File: config.mk
export PLATFORM = sky130hd
export DESIGN_NAME = mvm_front
export DESIGN_NICKNAME = d
export VERILOG_FILES = /design/src/rtl/mvm_pkg.sv /design/src/rtl/mvm_front.sv
export SDC_FILE = /design/constraint.sdc
export NUM_CORES = 1
export LEC_CHECK = 0
export BUFFER_PORTS_ARGS = -buffer_cell sky130_fd_sc_hd__buf_2
export CAP_MARGIN = 5
export CORE_MARGIN = 2
export CORE_UTILIZATION = 55
export CTS_BUF_LIST = sky130_fd_sc_hd__clkbuf_8
export CTS_CLUSTER_DIAMETER = 40
export CTS_CLUSTER_SIZE = 28
export DETAILED_ROUTE_END_ITERATION = 12
export MAX_ROUTING_LAYER = met4
export PLACE_DENSITY_LB_ADDON = 0.1
export SLEW_MARGIN = 20
export SYNTH_ARGS = -nofsm -noshare
export SYNTH_HDL_FRONTEND = slang
export SYNTH_SLANG_ARGS = --single-unit
File: constraint.sdc
create_clock -name clock -period 5.2 [get_ports clock]
set_input_delay 1.04 -clock clock [delete_from_list [all_inputs] [get_ports clock]]
set_output_delay 1.04 -clock clock [all_outputs]
set_load 0.03 [all_outputs]
File: src/rtl/mvm_pkg.sv
// Package: shared constants and types for the matrix-vector multiply device
`timescale 1ns / 1ps
package mvm_pkg;
   localparam int MAX_DIM_DEFAULT   = 10;
   localparam int DEVICE_ID_DEFAULT = 49568;
   localparam logic [31:0] FILL_PATTERN = 32'hA0E0A0E0;
   localparam logic [10:0] MAT_BASE  = 11'h000;
   localparam logic [10:0] VEC_BASE  = 11'h200;
   localparam logic [10:0] RES_BASE  = 11'h300;
   localparam logic [10:0] CTRL_ADDR = 11'h400;
   localparam logic [10:0] SIZE_ADDR = 11'h410;
   localparam logic [10:0] STAT_ADDR = 11'h420;
   localparam logic [10:0] ID_ADDR   = 11'h430;
   localparam logic [31:0] CTRL_RESET = 32'h1;
   localparam int DIM_RESET = 3;
   localparam int C_ENABLE = 0;
   localparam int C_IRQ_EN = 1;
   localparam int C_START  = 2;
   localparam int C_RSTAT  = 3;

   typedef enum logic [3:0] {
      OP_NONE, OP_RD_MAT, OP_RD_VEC, OP_RD_RES, OP_RD_CTRL, OP_RD_SIZE, OP_RD_STAT,
      OP_RD_ID, OP_RD_FILL, OP_RD_ZERO, OP_WR_MAT, OP_WR_VEC, OP_WR_SIZE, OP_WR_CTRL
   } op_type;

   typedef struct packed {
      op_type      op;
      logic [7:0]  idx;
      logic [31:0] data;
   } cmd_type;

   typedef enum logic [2:0] {
      ST_IDLE, ST_RDWAIT, ST_MAC_RD, ST_MAC_MUL, ST_MAC_ACC, ST_DONE
   } state_type;
endpackage

File: src/rtl/mvm_front.sv
// Front end: decodes one bus access into a command and holds it in a small queue
`timescale 1ns / 1ps
module mvm_front #(
   parameter int MAX_DIM = mvm_pkg::MAX_DIM_DEFAULT
) (
   input  logic             clock,
   input  logic             reset,
   input  logic             take,
   input  logic             mode,
   input  logic [10:0]      address,
   input  logic [31:0]      write_data,
   input  logic             enabled,
   output logic             q_valid,
   output mvm_pkg::cmd_type q_cmd,
   input  logic             q_pop
);
   localparam int MW = MAX_DIM * MAX_DIM;
   mvm_pkg::cmd_type cmd;
   mvm_pkg::cmd_type q_ff [2];
   mvm_pkg::cmd_type q0_in, q1_in;
   logic [1:0] cnt_ff, cnt_in;
   logic [10:0] off_vec, off_res;

   always_comb begin
      off_vec = address - mvm_pkg::VEC_BASE;
      off_res = address - mvm_pkg::RES_BASE;
      cmd.data = write_data;
      cmd.idx  = '0;
      cmd.op   = mvm_pkg::OP_NONE;
      if (mode) begin
         if (address[1:0] == 2'b00 && 32'(address[10:2]) < MW) begin
            cmd.op = mvm_pkg::OP_WR_MAT; cmd.idx = address[9:2];
         end else if (address >= mvm_pkg::VEC_BASE && address[1:0] == 2'b00
                      && 32'(off_vec[10:2]) < MAX_DIM) begin
            cmd.op = mvm_pkg::OP_WR_VEC; cmd.idx = off_vec[9:2];
         end else if (address == mvm_pkg::SIZE_ADDR) begin
            cmd.op = mvm_pkg::OP_WR_SIZE;
         end else if (address == mvm_pkg::CTRL_ADDR) begin
            cmd.op = mvm_pkg::OP_WR_CTRL;
         end
      end else if (!enabled) begin
         cmd.op = mvm_pkg::OP_RD_ZERO;
      end else if (address[1:0] == 2'b00 && 32'(address[10:2]) < MW) begin
         cmd.op = mvm_pkg::OP_RD_MAT; cmd.idx = address[9:2];
      end else if (address >= mvm_pkg::VEC_BASE && address[1:0] == 2'b00
                   && 32'(off_vec[10:2]) < MAX_DIM) begin
         cmd.op = mvm_pkg::OP_RD_VEC; cmd.idx = off_vec[9:2];
      end else if (address >= mvm_pkg::RES_BASE && address[1:0] == 2'b00
                   && 32'(off_res[10:2]) < MAX_DIM) begin
         cmd.op = mvm_pkg::OP_RD_RES; cmd.idx = off_res[9:2];
      end else if (address == mvm_pkg::CTRL_ADDR) begin
         cmd.op = mvm_pkg::OP_RD_CTRL;
      end else if (address == mvm_pkg::SIZE_ADDR) begin
         cmd.op = mvm_pkg::OP_RD_SIZE;
      end else if (address == mvm_pkg::STAT_ADDR) begin
         cmd.op = mvm_pkg::OP_RD_STAT;
      end else if (address == mvm_pkg::ID_ADDR) begin
         cmd.op = mvm_pkg::OP_RD_ID;
      end else begin
         cmd.op = mvm_pkg::OP_RD_FILL;
      end
   end

   always_comb begin
      q0_in  = q_ff[0];
      q1_in  = q_ff[1];
      cnt_in = cnt_ff;
      if (q_pop) begin
         q0_in = q_ff[1];
         cnt_in = cnt_in - 2'd1;
      end
      if (take) begin
         if (cnt_in == 2'd0) q0_in = cmd;
         else q1_in = cmd;
         cnt_in = cnt_in + 2'd1;
      end
   end

   always_ff @(posedge clock) begin
      q_ff[0] <= q0_in;
      q_ff[1] <= q1_in;
      if (reset) cnt_ff <= '0;
      else cnt_ff <= cnt_in;
   end

   assign q_valid = (cnt_ff != 2'd0);
   assign q_cmd   = q_ff[0];
endmodule

==> impl_summary.log <==
[metrics] setup TNS: 0 ps
[metrics] multiplexer area fraction after synthesis: 0.115
[metrics] Setup Skew: 10.8 ps
[metrics] # DRC: 0
[metrics] worst r2r src: cnt_ff[0]
[metrics] clk sink count: 90
[metrics] CTS root buf: clkbuf_8
[metrics] First DRT Iteration DRCs: 103
[metrics] DIE AREA: 7880 um2
[metrics] # Max-Cap Violations: 0
[metrics] number of setup buffers added after CTS: 0
[metrics] height of the die: 88.8 um
[metrics] wire length of the first global-routing pass: 10,800 um
[metrics] xor/xnor share of the synthesized area: 0.00443
[metrics] Min-Delay Startpoint: q_ff[0][66]
[metrics] I/O pin cnt: 94
[metrics] post-cts resize count: 0
[metrics] Mean Syn Cell Area: 11.3 um2
[metrics] setup repair after global routing missed its margin: false
[metrics] Hold Path Stages: 2
[metrics] upper clock frequency limit: 0.333 GHz
[metrics] Max H-tree Level: 3
[metrics] overall track demand over capacity in global routing: 0.187
[metrics] category of the worst setup path capture point: register
[metrics] final setup fails: 0
[metrics] worst-margin pin slew: 935 ps
[metrics] number of nets produced by synthesis: 402
[metrics] sink of the worst hold path: q_ff[0][22]
[metrics] EDFF count, synth: 44
[metrics] data arrival time of the critical path: 3030 ps
[metrics] Synth top area share: 0.334
[metrics] worst setup path category: in2reg
[metrics] count of yosys warnings during synthesis: 0
[metrics] pin count of the biggest net entering global routing: 57
[metrics] setup slack on the worst flop-to-flop path: 2620 ps
[metrics] HPWL after detailed placement: 4790 um
[metrics] layout cell share with drive strength beyond 1: 0.298
[metrics] largest family of logic cells by synthesized area: multiplexers
[metrics] most common library cells after synthesis: 46 x dfxtp_1, 44 x buf_4, 44 x edfxtp_1
[metrics] final critical-path share of the clock period: 0.578
[metrics] post-DR wirelength/cell: 13.7 um
[metrics] worst-path fanout max: 30
[metrics] power per unit of standard cell area: 455 nW/um2
[metrics] hold violation total from the final report: 0
[metrics] Tmin final: 3000 ps
[metrics] Max Root-Sink Buffers: 2
[metrics] peak ir drop on the vdd network: 151 uV
[metrics] total wirelength of the detailed-routed design: 6860 um
[metrics] synth unique cells: 45
[metrics] Setup Slack @ Placement: 1820 ps
[metrics] CTS tree: yes
[metrics] die extent in x: 88.8 um
[metrics] total vias in the final route: 2,506
[metrics] Cell Area, Synth: 3950 um2
[metrics] top-count cell post-synth: dfxtp_1
[metrics] dominant register cell in the synthesized netlist: dfxtp_1
[metrics] startpoint class of the critical path: input port
[metrics] Area growth, synth to finish: 11.4%
[metrics] max-slew violations: 0
[metrics] sequential fraction of the synthesis area: 0.567
[metrics] buffers added on ports: 93
[metrics] worst skew pair latency: 340 ps
[metrics] ranking of synthesized cells by area: edfxtp_1 33%, dfxtp_1 23%, mux2i_1 11%
[metrics] area of the core: 6870 um2
[metrics] data required time at the worst endpoint: 5230 ps
[metrics] Detail Route Antenna Nets: 0
[metrics] number of buffers created by CTS: 9
[metrics] worst r2r path cells: 6
[metrics] starting utilization of the core area: 0.575
[metrics] worst min-delay path category: reg2reg
[metrics] Synth Area in Adders: 0.0127
[metrics] count of state elements after synthesis: 90
[metrics] number of global-route vias before repair: 2,314
[metrics] total congestion overflow after global routing: 0
[metrics] result of the run: completed
[metrics] NumNets Final: 451
[metrics] number of rows in the core area: 30
[metrics] clock-pin slew on the worst setup and hold paths: 90 ps
[metrics] simple-gate share of the synthesized area: 0.100
[metrics] routability congestion estimate from global placement: 0.826
[metrics] top cell type by total area after synthesis: edfxtp_1
[metrics] Max-Slew Margin vs Limit: 0.376
[metrics] Synth Area in Compound Gates: 0.0950
[metrics] fraction of registers with async set/reset: 0
[metrics] destination of the worst register-to-register timing path: q_ff[0][45]
[metrics] worst setup margin: 2200 ps
[metrics] number of hold buffers added after cts: 0
[metrics] routed vias/inst: 5.02
[metrics] number of detailed-route iterations in the first pass: 4
[metrics] diodes inserted: 0
[metrics] number of antenna violations at the first check in global routing: 0
[metrics] Pleak: 1.91 nW
[metrics] Post-Synthesis Cells: 349
==> report_power, final <==
group | total (mW) | leakage, nW | internal, mW | switching, mW
Combinational | 0.546 | 0.985 | 0.169 | 0.376
Sequential | 0.949 | 0.811 | 0.894 | 0.0551
Clock | 0.507 | 0.111 | 0.272 | 0.235
Total | 2.00 | 1.91 | 1.34 | 0.666
==> cell usage in the layout, fill, tap and decap left out, types with 2 or more instances in the layout <==
master	n
nor2_1	18
buf_4	3
a22oi_1	3
mux2_2	2
clkbuf_8	9
a21oi_1	4
nor3_1	2
inv_1	9
nand2_1	38
dfxtp_1	46
edfxtp_1	44
nor2b_1	3
o21ai_1	19
bufinv_16	2
a31oi_1	2
nand3_1	3
inv_6	2
and2_1	6
a31o_1	5
ha_1	4
buf_2	93
o21ai_0	16
mux2i_1	43
==> flip-flops by register name, indices dropped and copies added (netlist names) <==
| signal | flops |
|---|---|
| q_ff | 88 |
| cnt_ff | 2 |
==> stage by stage <==
step	util	hold WS [ps]	std cells	cell area, um2	power, mW
finish	0.641	516	499	4400	2.00
global route	0.641	549	499	4400	2.11
floorplan	-	456	349	3950	1.48
detailed placement	0.609	488	483	4180	1.52
global placement	0.609	463	483	4180	1.51
CTS	0.641	524	499	4400	2.02
==> critical path, stage by stage <==
cell and delay, ps:
buf_2 280, mux2_2 390, ha_1 240, nor2b_4 690, buf_4 380
==> worst max path at each step <==
stage,from,end,slack [ps],depth (start not counted)
2_1_floorplan,q_pop,q_ff[0][44],970,4
3_3_place_gp,q_pop,q_ff[0][78],1840,5
3_5_place_dp,q_pop,q_ff[0][81],1820,5
4_1_cts,q_pop,q_ff[0][45],2180,5
5_1_grt,q_pop,q_ff[0][30],2060,6
6_report,q_pop,q_ff[0][45],2200,5
==> cell families (layout without fill, tap and decap cells) <==
logic type / Yosys count / in the layout
AOI/OAI and AO/OA: 60 / 60
xor gates and xnor gates: 2 / 2
adders and majority gates: 4 / 4
buffers and inverters: 66 / 120
DFF: 90 / 90
muxes: 45 / 45
other: 1 / 1
and+or+nand+nor: 81 / 81
==> layout make-up <==
class,instances,area [um2]
Clock inverter,7,93.8
Tap cell,96,120
Fill cell,585,2470
Sequential cell,90,2240
Clock buffer,9,124
Timing Repair Buffer,96,488
Multi-Input combinational cell,193,1300
Inverter,8,30.0
==> layer usage <==
layer  routed length [um]  global-route usage  up-vias  share of wire
met5                    0                   -        -              0
met4                   65              0.0661        0         0.0095
met3                  324              0.0513        7          0.047
met2                 3250               0.282       54           0.47
met1                 3220               0.245     1159           0.47
li1                     -                   -     1286              -
Note: power is estimated with default switching activity, not from simulation.
